==> src/hdl/ht_pkg.sv <==
package ht_pkg;

    // Pixel and result formats
    localparam int IN_W     = 16;
    localparam int IN_FRAC  = 8;
    localparam int OUT_FRAC = 12;
    localparam int OUT_W    = OUT_FRAC + 1;

    // Configuration port
    localparam int GAIN_W     = 16;
    localparam int CFG_IDX_W  = 8;
    localparam int CFG_DATA_W = 16;

    // Datapath widths
    localparam int A_W     = IN_W + 9;         // 251x+768 and 243x+15104
    localparam int DIV_W   = 2 * IN_W + 10;    // numerator / denominator of the ratio
    localparam int RPROD_W = IN_W + GAIN_W;    // x * exposure
    localparam int YW      = RPROD_W - IN_FRAC;

    // Front end (3 stages) then one stage per quotient bit
    localparam int NSTAGE = 3 + OUT_FRAC;

    // ACES fit on raw Q8.8 codes: x(251x+768) / (x(243x+15104)+917504)
    localparam int ACES_NA = 251;
    localparam int ACES_NB = 3 * 256;
    localparam int ACES_DA = 243;
    localparam int ACES_DB = 59 * 256;
    localparam int ACES_DC = 14 * 65536;

    typedef enum logic [0:0] {
        MODE_ACES     = 1'b0,
        MODE_REINHARD = 1'b1
    } tm_mode_t;

    localparam logic [CFG_IDX_W-1:0] REG_MODE = CFG_IDX_W'(0);
    localparam logic [CFG_IDX_W-1:0] REG_GAIN = CFG_IDX_W'(1);

    localparam logic [GAIN_W-1:0] GAIN_RESET = GAIN_W'(256);

    typedef logic [IN_W-1:0]     chan_in_t;
    typedef logic [OUT_W-1:0]    chan_t;
    typedef logic [DIV_W-1:0]    div_t;
    typedef logic [OUT_FRAC-1:0] quo_t;

    localparam chan_t ONE_OUT = chan_t'(1) << OUT_FRAC;

    typedef struct packed {
        chan_t red;
        chan_t green;
        chan_t blue;
    } pix_out_t;

    // Lane to output stage: result and its valid
    typedef struct packed {
        logic     valid;
        pix_out_t pix;
    } merge_in_t;

endpackage

==> src/hdl/ht_if.sv <==


interface ht_pix_out_if import ht_pkg::*; ();
    logic  valid;
    logic  ready;
    chan_t red_out;
    chan_t green_out;
    chan_t blue_out;

    modport source (output valid, output red_out, output green_out, output blue_out,
                    input ready);
    modport sink   (input valid, input red_out, input green_out, input blue_out,
                    output ready);
endinterface


==> src/hdl/ht_merge.sv <==
module ht_merge import ht_pkg::*; (
    input  logic              clk,
    input  logic              rst_n,
    input  merge_in_t         lanes,
    output logic              advance,
    ht_pix_out_if.source      mapped
);

    // Output register plus one skid entry; the pipe moves whenever the skid is empty
    logic     out_valid_reg, out_valid_next;
    logic     skid_valid_reg, skid_valid_next;
    pix_out_t out_reg, out_next;
    pix_out_t skid_reg, skid_next;
    logic     take;
    logic     arrive;

    assign advance = !skid_valid_reg;
    assign take    = out_valid_reg && mapped.ready;
    assign arrive  = advance && lanes.valid;

    always_comb
    begin
        out_valid_next  = out_valid_reg;
        skid_valid_next = skid_valid_reg;
        out_next        = out_reg;
        skid_next       = skid_reg;
        if (skid_valid_reg)
        begin
            if (take)
            begin
                out_next        = skid_reg;
                skid_valid_next = 1'b0;
            end
        end
        else if (arrive)
        begin
            if (!out_valid_reg || take)
            begin
                out_next       = lanes.pix;
                out_valid_next = 1'b1;
            end
            else
            begin
                skid_next       = lanes.pix;
                skid_valid_next = 1'b1;
            end
        end
        else if (take)
        begin
            out_valid_next = 1'b0;
        end
    end

    always_ff @(posedge clk or negedge rst_n)
    begin
        if (!rst_n)
        begin
            out_valid_reg  <= 1'b0;
            skid_valid_reg <= 1'b0;
        end
        else
        begin
            out_valid_reg  <= out_valid_next;
            skid_valid_reg <= skid_valid_next;
        end
    end

    always_ff @(posedge clk)
    begin
        out_reg  <= out_next;
        skid_reg <= skid_next;
    end

    assign mapped.valid     = out_valid_reg;
    assign mapped.red_out   = out_reg.red;
    assign mapped.green_out = out_reg.green;
    assign mapped.blue_out  = out_reg.blue;

endmodule
==> src/flat_wrapper.sv <==
// flat-port wrapper written by rule: the top's interface ports become plain ports
module ht_merge_flat import ht_pkg::*;
  (clk, rst_n, lanes, advance, mapped_valid, mapped_red_out, mapped_green_out, mapped_blue_out, mapped_ready);
  ht_pix_out_if mapped_i ();
  input  logic clk;
  input  logic rst_n;
  input  merge_in_t lanes;
  output logic advance;
  output wire logic [$bits(mapped_i.valid)-1:0] mapped_valid;
  output wire logic [$bits(mapped_i.red_out)-1:0] mapped_red_out;
  output wire logic [$bits(mapped_i.green_out)-1:0] mapped_green_out;
  output wire logic [$bits(mapped_i.blue_out)-1:0] mapped_blue_out;
  input wire logic [$bits(mapped_i.ready)-1:0] mapped_ready;
  assign mapped_valid = mapped_i.valid;
  assign mapped_red_out = mapped_i.red_out;
  assign mapped_green_out = mapped_i.green_out;
  assign mapped_blue_out = mapped_i.blue_out;
  assign mapped_i.ready = mapped_ready;
  ht_merge u_core (.clk(clk), .rst_n(rst_n), .lanes(lanes), .advance(advance), .mapped(mapped_i));
endmodule
==> config.mk <==
export PLATFORM = sky130hd
export DESIGN_NAME = ht_merge_flat
export DESIGN_NICKNAME = d
export VERILOG_FILES = /design/src/hdl/ht_pkg.sv /design/src/hdl/ht_if.sv /design/src/hdl/ht_merge.sv /design/src/flat_wrapper.sv
export SDC_FILE = /design/constraint.sdc
export NUM_CORES = 1
export LEC_CHECK = 0
export ABC_AREA = 0
export BUFFER_PORTS_ARGS = -buffer_cell sky130_fd_sc_hd__buf_2
export CORE_ASPECT_RATIO = 0.8
export CORE_MARGIN = 5
export CORE_UTILIZATION = 55
export DETAILED_ROUTE_END_ITERATION = 16
export HOLD_SLACK_MARGIN = 0.12
export PLACE_DENSITY = 0.83
export SETUP_SLACK_MARGIN = 0.3
export SYNTH_ARGS = -nofsm -noshare
export SYNTH_HDL_FRONTEND = slang
export SYNTH_SLANG_ARGS = --single-unit
==> constraint.sdc <==
create_clock -name clk -period 5.9 [get_ports clk]
set_input_delay 0.295 -clock clk [delete_from_list [all_inputs] [get_ports clk]]
set_output_delay 0.295 -clock clk [all_outputs]
set_load 0.02 [all_outputs]
==> summary.txt, run 1 <==
Finish
  – Share of cells above drive strength 1: 60.00%
  – N_diodes: 0
  – Fin util: between 70% and 80%
  – Commonest non-fill, non-tap cell in the layout: buf_2
  – Final non-filler cell total: 313
  – NumNets Final: 273
  – FILL cells: 356
  – Area grow syn2layout: 23.34%
  – Sequential cell area: roughly 2400 um^2
  – Most frequent cells in the layout: buf_2 (83), edfxtp_1 (78), mux2_4 (37)
  – Post-layout instance area: between 3000 and 4000 um^2
  – Max FFs per register: 39
  – Area of the multi-input gates: between 600 and 700 um^2

GRT
  – Number of global-route vias before repair: ~1600
  – Initial antenna violation count: 0
  – Largest net degree at the start of global routing: 44
  – GRT overflow: 0
  – First-pass GRT wire length: between 8 and 9 mm
  – GRT Overall Usage: 15.22%

Critical path
  – Critical Path Sink Type: flop
  – Critical-path maximum fanout: 43
  – CP top delay family: compound AO/OA/AOI/OAI gates
  – Worst r2r dst: u_core.mapped.green_out[7]
  – Number of cells on the worst reg-to-reg path: 3
  – R2r startpoint: u_core.skid_valid_reg
  – Crit path max-delay cell type: a2bb2oi_4
  – Flop-to-flop setup slack: 3.39 ns
  – Critical path buffers and inverters: 1
  – Critical path startpoint category: flop
  – CP cell instances: buf_4 > nand2_1 > a2bb2oi_4
  – Data arrival, critical path: roughly 2.5 ns
  – Required time of the critical path: approximately 6 ns
  – Crit path depth: 3
  – Crit Path Class: flop to flop
  – Max stage delay on crit path: between 0.9 and 1 ns
  – Crit path to: u_core.mapped.green_out[7]
  – Critical Path Source: u_core.skid_valid_reg

Timing
  – Slew HR: between 20% and 30%
  – Final period util: 42.53%
  – Setup ws final: ~3.4 ns
  – Slew Limit Fails: 0
  – Final setup viols: 0
  – Min Hold Slack: approximately 0.14 ns
  – Hold Vio Cnt, Final: 0
  – Worst-Margin Slew: between 1 and 1.5 ns
  – RSZ-0062 raised after global routing: no
  – Period minus WS final: ~2.5 ns
  – Setup TNS: 0 ns
  – Max Fclk: about 0.40 GHz
  – Worst Skew: ~0.0039 ns

Floorplanning
  – Die height: between 70 and 80 um
  – Num ports: 84
  – Die ar.: 7266 um^2
  – Core Region: between 5000 and 6000 um^2
  – Row cnt: 24
  – Die W: around 94 um
  – Initial Utilization: between 50% and 60%

Route
  – DRC: 0
  – Number of vias per cell: 4.853
  – WL final: roughly 5.2 mm
  – Antenna-violating nets left: 0
  – Routed len/inst: around 17 um
  – Routed via count: ~1500
  – Pre-antenna DRT Iters: 4
  – Initial DRC Count: 93

Synth
  – Syn nets: 177
  – Syn Area/Cell: ~23 um^2
  – Yosys top cell by area: edfxtp_1
  – Synth unique cells: 15
  – Dominant cells by area after synthesis: edfxtp_1 (75%), mux2_4 (18%), buf_12 (1.9%), dfrtp_1 (1.6%), mux2_2 (0.72%)
  – Sequential area share after synthesis: 76.94%
  – Synth warn: 0
  – Synthesis-stage register bit count: 80
  – Synthesized netlist cell count: roughly 130
  – Cell area after synthesis: between 3000 and 4000 um^2
  – Top cell type's share of synthesized area: between 70 and 80%

Clocking
  – Clock slew at reported path FFs: around 0.08 ns
  – Post-CTS Setup Inserts: 0
  – Worst skew pair latency: about 0.34 ns
  – Num CTS Buffers: 9
  – Htree depth: 3
  – Root buf cell: clkbuf_8
  – Hold-fix buffer count after cts: 1
  – Clock Path Buffers: 2
  – Post-cts gate resize count: 0
  – Clk sinks: 80
  – TritonCTS clock tree: done

Power
  – Cell area power density: approximately 500 nW/um^2
  – Leak: around 1.5 nW
  – VDD IR max: 0.3281 mV
  – Final Power: between 1.5 and 2 mW

Place
  – DP HPWL: approximately 3.5 mm
  – I/O Buffers: just over 80
  – GPL Wtd Cong: slightly below 0.7
  – DP Area: between 3000 and 4000 um^2
  – Pre-CTS setup slack: between 3 and 4 ns
  – Placed Cells: 292

Job
  – Maxcap violations: 0

Worst hold path
  – Hold Crit Class: input port to flop

Outcome
  – Status: completed
==> per-layer routing <==
layer	global-route usage, %	share of wire [%]
met5	0	0
met4	4.329	1.2
met3	6.849	9.4
met2	24.88	48
met1	18.19	42
==> logic make-up (layout without fill, tap and decap cells) <==
kind of cell / after synthesis / after routing / synth area share (%)
multiplexers: 39 / 39 / 18.59
AO/OA/AOI/OAI: 4 / 4 / 0.7645
flip-flops: 80 / 80 / 76.94
AND/OR/NAND/NOR: 4 / 4 / 0.6841
buffers and inverters: 7 / 108 / 3.018
==> cell type report <==
cell class              count  share of cell area (%)
clock inverters             7                   2.251
repair buffers             90                   12.53
well taps                  78                   2.545
inverters                   2                  0.1958
multi-input cells          47                   16.84
flip-flops and latches     80                   62.41
clock buffers               9                   3.230
==> how the worst min path moves through the flow <==
stage | startpoint | endpoint | slack, ns | depth (start not counted)
finish | lanes[31] | u_core.skid_reg[31] | 0.14 | 1
global route | lanes[34] | u_core.skid_reg[34] | 0.12 | 1
CTS | lanes[15] | u_core.skid_reg[15] | 0.12 | 1
detailed placement | rst_n | u_core.mapped.valid | 0.09 | 1
global placement | rst_n | u_core.mapped.valid | 0.09 | 1
floorplan | rst_n | u_core.mapped.valid | -0.0006 | 0
==> synth_stat cells <==
cell,instances
edfxtp_1,78
mux2_4,37
buf_12,3
a21oi_1,2
dfrtp_1,2
inv_1,2
mux2_2,2
a2bb2oi_1,1
buf_6,1
buf_8,1
nand2_1,1
nand2b_1,1
nor2b_1,1
nor3_1,1
o21ai_0,1
==> report_power, final <==
| group | leakage (nW) | internal, mW | switching, mW |
|---|---|---|---|
| clock | 0.108 | 0.234 | 0.185 |
| combinational | 0.690 | 0.258 | 0.362 |
| sequential | 0.749 | 0.829 | 0.0393 |
Power figures use the tool's default switching activity.
==> run 2: changes to the inputs <==
--- a/config.mk
+++ b/config.mk
@@ -9,10 +9,10 @@
 export BUFFER_PORTS_ARGS = -buffer_cell sky130_fd_sc_hd__buf_2
 export CORE_ASPECT_RATIO = 0.8
 export CORE_MARGIN = 5
-export CORE_UTILIZATION = 55
+export CORE_UTILIZATION = 47
 export DETAILED_ROUTE_END_ITERATION = 16
 export HOLD_SLACK_MARGIN = 0.12
-export PLACE_DENSITY = 0.83
+export PLACE_DENSITY = 0.76
 export SETUP_SLACK_MARGIN = 0.3
 export SYNTH_ARGS = -nofsm -noshare
 export SYNTH_HDL_FRONTEND = slang
==> constraint.sdc (replaced) <==
create_clock -name clk -period 2.1 [get_ports clk]
set_input_delay 0.105 -clock clk [delete_from_list [all_inputs] [get_ports clk]]
set_output_delay 0.105 -clock clk [all_outputs]
set_load 0.02 [all_outputs]
==> summary.txt, run 2 (synthesis gave the netlist of run 1 again) <==
Timing
  – Slew HR: 72.92% (+52 points)
  – Final setup viols: 0 (unchanged)
  – Worst Skew: 0.008807 ns (+0.004932 ns)
  – RSZ-0062 raised after global routing: no
  – Period minus WS final: 1.625 ns (-0.8843 ns)
  – Max Fclk: 0.6154 GHz (+54%)
  – Setup TNS: 0 ns (unchanged)
  – Worst-Margin Slew: 0.4063 ns (-0.7784 ns)
  – Final period util: 77.38% (+35 points)
  – Hold Vio Cnt, Final: 0 (unchanged)
  – Slew Limit Fails: 0 (unchanged)

Critical path
  – Worst r2r dst: u_core.skid_valid_reg
  – Critical path buffers and inverters: 2 (+1)
  – Critical Path Source: u_core.skid_valid_reg
  – Crit path depth: 4 (+1)
  – Number of cells on the worst reg-to-reg path: 4 (+1)
  – Flop-to-flop setup slack: 0.48 ns (-2.92 ns)
  – Crit path to: u_core.skid_valid_reg
  – Data arrival, critical path: 1.90 ns (-0.57 ns)
  – Critical path startpoint category: flop
  – Required time of the critical path: 2.38 ns (-3.48 ns)
  – CP top delay family: buffers and inverters
  – Critical Path Sink Type: flop
  – Crit Path Class: flop to flop
  – Crit path top cell by count: a21oi_1
  – Max stage delay on crit path: 0.57 ns (-0.41 ns)
  – R2r startpoint: u_core.skid_valid_reg
  – Crit path max-delay cell type: dlygate4sd3_1
  – Critical-path maximum fanout: 22 (-49%)
  – CP cell instances: buf_4 > a21oi_1 > a21oi_1 > dlygate4sd3_1

Finish
  – Commonest non-fill, non-tap cell in the layout: buf_2
  – Most frequent cells in the layout: buf_2 (83), edfxtp_1 (78), dlygate4sd3_1 (44)
  – N_diodes: 0 (unchanged)
  – Area grow syn2layout: 37.71%
  – Sequential cell area: 2394 um^2 (unchanged)
  – NumNets Final: 315 (+15%)
  – Area of the multi-input gates: 659.4 um^2 (+2.1%)
  – Share of cells above drive strength 1: 52.54% (-7.5 points)
  – FILL cells: 433 (+22%)
  – Final non-filler cell total: 360 (+15%)
  – Max FFs per register: 39 (unchanged)

Worst hold path
  – Hold Crit Class: input port to flop

Floorplanning
  – Initial Utilization: 48.52% (-8.4 points)
  – Die ar.: 8352 um^2 (+15%)
  – Die W: 100.9 um (+7.3%)
  – Core Region: 6409 um^2 (+17%)
  – Num ports: 84 (unchanged)
  – Row cnt: 26 (+8.3%)
  – Die height: 82.75 um (+7.1%)

Power
  – Leak: 1.723 nW (+11%)
  – Cell area power density: 1292 nW/um^2 (+160%)
  – VDD IR max: 0.7415 mV (+130%)

GRT
  – GRT Overall Usage: 15.04% (-0.18 points)
  – Largest net degree at the start of global routing: 40 (-9.1%)
  – GRT overflow: 0 (unchanged)
  – Initial antenna violation count: 0 (unchanged)
  – First-pass GRT wire length: 8.887 mm (+9.7%)
  – Number of global-route vias before repair: 1775 (+12%)

Clocking
  – Clock slew at reported path FFs: 0.08 ns (about the same)
  – Post-CTS Setup Inserts: 0 (unchanged)
  – Htree depth: 3 (unchanged)
  – Root buf cell: clkbuf_8
  – Clk sinks: 80 (unchanged)
  – Worst skew pair latency: 0.34 ns (about the same)
  – TritonCTS clock tree: done
  – Clock Path Buffers: 2 (unchanged)
  – Num CTS Buffers: 9 (unchanged)

Outcome
  – Status: completed

Route
  – Pre-antenna DRT Iters: 4 (unchanged)
  – Antenna-violating nets left: 0 (unchanged)
  – DRC: 0 (unchanged)
  – Routed len/inst: 16.53 um (-0.78%)
  – WL final: 5.950 mm (+14%)
  – Routed via count: 1648 (+8.5%)
  – Number of vias per cell: 4.578 (-5.7%)
  – Initial DRC Count: 68 (-27%)

Place
  – DP HPWL: 3.644 mm (+4.5%)
  – I/O Buffers: 83 (unchanged)
  – Placed Cells: 301 (+3.1%)
  – GPL Wtd Cong: 0.7052 (+2.0%)

Job
  – Maxcap violations: 0 (unchanged)
==> run 2: cell count changes in the layout (fill, tap and decap cells not counted), moves of 2 or more <==
cell           change
clkinv_2           -2
buf_4              +2
clkinv_1           -2
clkinvlp_4         +3
dlygate4sd3_1     +39
==> run 2: how the worst min path moves through the flow <==
stage	start	endpoint	slack [ns]	cells past startpoint
6_report	lanes[21]	u_core.skid_reg[21]	0.49	2
2_1_floorplan	rst_n	u_core.mapped.valid	-0.19	0
5_1_grt	lanes[24]	u_core.skid_reg[24]	0.46	2
3_5_place_dp	rst_n	u_core.mapped.valid	-0.10	1
3_3_place_gp	rst_n	u_core.mapped.valid	-0.11	1
4_1_cts	lanes[29]	u_core.skid_reg[29]	0.47	2
==> run 2: power by group <==
part           internal, mW  switching (mW)
logic                 0.843            1.07
clock network         0.663           0.516
registers              2.32           0.121
total                  3.83            1.71
==> run 2: routing by layer <==
metal | vias to the layer above | part of all wire (%) | GRT usage, %
met5 | - | 0 | 0
met4 | 0 | 0.71 | 4.117
met3 | 4 | 6.0 | 6.885
met2 | 49 | 52 | 25.89
met1 | 794 | 41 | 17.14
li1 | 801 | - | -
==> run 2: layout make-up <==
| cell class | instances | area share [%] |
|---|---|---|
| multi-input combinational | 47 | 15.40 |
| timing repair buffer | 132 | 21.16 |
| clock buffer | 10 | 2.981 |
| clock inverter | 5 | 1.929 |
| tap | 84 | 2.455 |
| inverter | 2 | 0.1753 |
| sequential | 80 | 55.90 |
==> run 2: stage by stage <==
step / total power [mW] / cell area, um^2 / setup slack (ns) / utilization (%) / hold slack [ns]
4_1_cts: 5.574 / 4282 / 0.5161 / 66.81 / 0.4671
2_1_floorplan: 3.903 / 3146 / 0.01242 / - / -0.1906
3_3_place_gp: 4.275 / 3631 / 0.7175 / 56.66 / -0.1052
5_1_grt: 5.783 / 4282 / 0.3887 / 66.81 / 0.4626
3_5_place_dp: 4.319 / 3631 / 0.6875 / 56.66 / -0.1025
6_report: 5.532 / 4282 / 0.4751 / 66.81 / 0.4873
==> run 2: timing repair <==
| item | 4_1_cts | 5_1_grt |
|---|---|---|
| resized for setup | 0 | 0 |
| endpoints found under the setup margin | 0 | 0 |
| hold buffers | 44 | 0 |
| hold endpoints to repair | 82 | 0 |
==> run 3: changes to the inputs <==
--- a/config.mk
+++ b/config.mk
@@ -9,10 +9,10 @@
 export BUFFER_PORTS_ARGS = -buffer_cell sky130_fd_sc_hd__buf_2
 export CORE_ASPECT_RATIO = 0.8
 export CORE_MARGIN = 5
-export CORE_UTILIZATION = 47
+export CORE_UTILIZATION = 52
 export DETAILED_ROUTE_END_ITERATION = 16
 export HOLD_SLACK_MARGIN = 0.12
-export PLACE_DENSITY = 0.76
+export PLACE_DENSITY = 0.79
 export SETUP_SLACK_MARGIN = 0.3
 export SYNTH_ARGS = -nofsm -noshare
 export SYNTH_HDL_FRONTEND = slang
==> constraint.sdc (replaced) <==
create_clock -name clk -period 1.5 [get_ports clk]
set_input_delay 0.075 -clock clk [delete_from_list [all_inputs] [get_ports clk]]
set_output_delay 0.075 -clock clk [all_outputs]
set_load 0.02 [all_outputs]
==> summary.txt, run 3 (synthesis gave the netlist of run 1 again) <==
Finish
  – Area of the multi-input gates: 659.4 um^2 (unchanged)
  – Area grow syn2layout: 44.19%
  – NumNets Final: 326 (+3.5%)
  – N_diodes: 0 (unchanged)
  – Sequential cell area: 2394 um^2 (unchanged)
  – Commonest non-fill, non-tap cell in the layout: buf_2
  – FILL cells: 350 (-19%)
  – Share of cells above drive strength 1: 55.21% (+2.7 points)
  – Most frequent cells in the layout: buf_2 (83), edfxtp_1 (78), dlygate4sd3_1 (43)
  – Max FFs per register: 39 (unchanged)

Floorplanning
  – Core Region: 5849 um^2 (-8.7%)
  – Die height: 79.16 um (-4.3%)
  – Die ar.: 7635 um^2 (-8.6%)
  – Row cnt: 25 (-3.8%)
  – Die W: 96.45 um (-4.4%)
  – Num ports: 84 (unchanged)
  – Initial Utilization: 53.16% (+4.6 points)

GRT
  – Largest net degree at the start of global routing: 40 (unchanged)
  – First-pass GRT wire length: 9.190 mm (+3.4%)
  – GRT overflow: 0 (unchanged)
  – Initial antenna violation count: 0 (unchanged)
  – GRT Overall Usage: 17.17% (+2.1 points)
  – Number of global-route vias before repair: 1820 (+2.5%)

Route
  – Routed len/inst: 17.75 um (+7.4%)
  – Met2 wire length: 3.119 mm (+0.94%)
  – Routed via count: 1756 (+6.6%)
  – Number of vias per cell: 4.759 (+4.0%)
  – WL final: 6.551 mm (+10%)
  – Pre-antenna DRT Iters: 4 (unchanged)
  – DRC: 0 (unchanged)
  – Highest Signal Layer: met4
  – Initial DRC Count: 88 (+29%)
  – Met3 WL: 499 um (+40%)
  – Wl on met1: 2.871 mm (+17%)
  – Antenna-violating nets left: 0 (unchanged)

Timing
  – Min Hold Slack: 0.2213 ns (-0.2661 ns)
  – Worst Skew: 0.004179 ns (-0.004627 ns)
  – Setup ws final: 0.1197 ns (-0.3554 ns)
  – Hold Vio Cnt, Final: 0 (unchanged)
  – Slew HR: 81.10% (+8.2 points)
  – Slew Limit Fails: 0 (unchanged)
  – RSZ-0062 raised after global routing: yes
  – Worst-Margin Slew: 0.2805 ns (-0.1258 ns)
  – Max Fclk: 0.7245 GHz (+18%)
  – Period minus WS final: 1.380 ns (-0.2446 ns)
  – Final period util: 92.02% (+15 points)
  – Final setup viols: 0 (unchanged)

Job
  – Maxcap violations: 0 (unchanged)

Critical path
  – Critical-path maximum fanout: 5 (-77%)
  – Required time of the critical path: 1.57 ns (-0.81 ns)
  – Data arrival, critical path: 1.45 ns (-0.45 ns)
  – Flop-to-flop setup slack: 0.12 ns (-0.36 ns)
  – Crit Path Class: flop to flop
  – Critical path startpoint category: flop
  – Critical Path Sink Type: flop

Clocking
  – Root buf cell: clkbuf_8
  – Clock slew at reported path FFs: 0.08 ns (about the same)
  – Clock Path Buffers: 2 (unchanged)
  – Clk sinks: 80 (unchanged)
  – Num CTS Buffers: 9 (unchanged)
  – TritonCTS clock tree: done
  – Htree depth: 3 (unchanged)
  – Worst skew pair latency: 0.35 ns (about the same)

Place
  – Pre-CTS setup slack: 0.1218 ns (-0.5657 ns)
  – I/O Buffers: 83 (unchanged)
  – GPL Wtd Cong: 0.7262 (+3.0%)

Power
  – VDD IR max: 1.204 mV (+62%)
  – Cell area power density: 1842 nW/um^2 (+43%)
  – Leak: 1.824 nW (+5.8%)
  – Final Power: 8.260 mW (+49%)

Worst hold path
  – Hold Crit Class: input port to flop

Outcome
  – Status: completed
==> run 3: changes by cell type in the layout (fill, tap and decap cells not counted), moves of 2 or more <==
cell       change
buf_12         +3
buf_6          +2
buf_8          +3
clkbuf_16      +3
==> run 3: what timing repair did <==
| item | 4_1_cts | 5_1_grt |
|---|---|---|
| endpoints found under the setup margin | 118 | 118 |
| buffers inserted | 2 | 3 |
| pin swaps | 1 | 0 |
| hold buffers | 43 | 0 |
| hold endpoints to repair | 82 | 0 |
| resized for setup | 4 | 3 |
| gates cloned | 1 | 6 |
==> run 3: layer usage <==
metal	track usage, %	vias to the layer above
met5	0	-
met4	5.462	0
met3	7.576	6
met2	26.58	77
met1	21.71	847
li1	-	826
==> run 3: worst paths after layout <==
| kind | end | cells after the start | startpoint |
|---|---|---|---|
| worst min register to register | u_core.mapped.blue_out[3] | 1 | u_core.skid_reg[3] |
| worst min-delay path | u_core.mapped.valid | 3 | mapped_ready |
| worst max-delay path | u_core.mapped.red_out[4] | 4 | u_core.skid_valid_reg |
| min in group asynchronous | u_core.mapped.valid | 3 | rst_n |
| worst max register to register | u_core.mapped.red_out[4] | 4 | u_core.skid_valid_reg |
| max in group asynchronous | u_core.skid_valid_reg | 3 | rst_n |
==> run 3: critical path: stages (launching register included) <==
cell	delay, ns
dfrtp_2	0.44
nand2b_4	0.18
a2bb2oi_4	0.20
buf_12	0.14
clkbuf_16	0.14
==> run 3: final cells by class <==
class                           instances  share of cell area (%)
Sequential cell                        80                   53.39
Timing Repair Buffer                  143                   25.12
Multi-Input combinational cell         47                   14.71
Clock buffer                            9                   2.763
Tap cell                               81                   2.261
Clock inverter                          7                   1.591
Inverter                                2                  0.1675
==> run 3: report_power, final <==
part           leakage, nW  switching (mW)  total (mW)  internal [mW]
sequential           0.749           0.183        3.43           3.25
combinational        0.981            1.67        3.28           1.61
clock               0.0933           0.782        1.55          0.768
total                 1.82            2.64        8.26           5.62
==> run 3: through the flow <==
| step | TNS (ns) | area, um^2 | cells | util (%) |
|---|---|---|---|---|
| after global placement | 0 | 3652 | 298 | 62.44 |
| final | 0 | 4483 | 369 | 76.64 |
| after global routing | 0 | 4483 | 369 | 76.64 |
| after detailed placement | 0 | 3652 | 298 | 62.44 |
| after CTS | 0 | 4332 | 360 | 74.05 |
| after floorplan | -33.97 | 3146 | 134 | - |
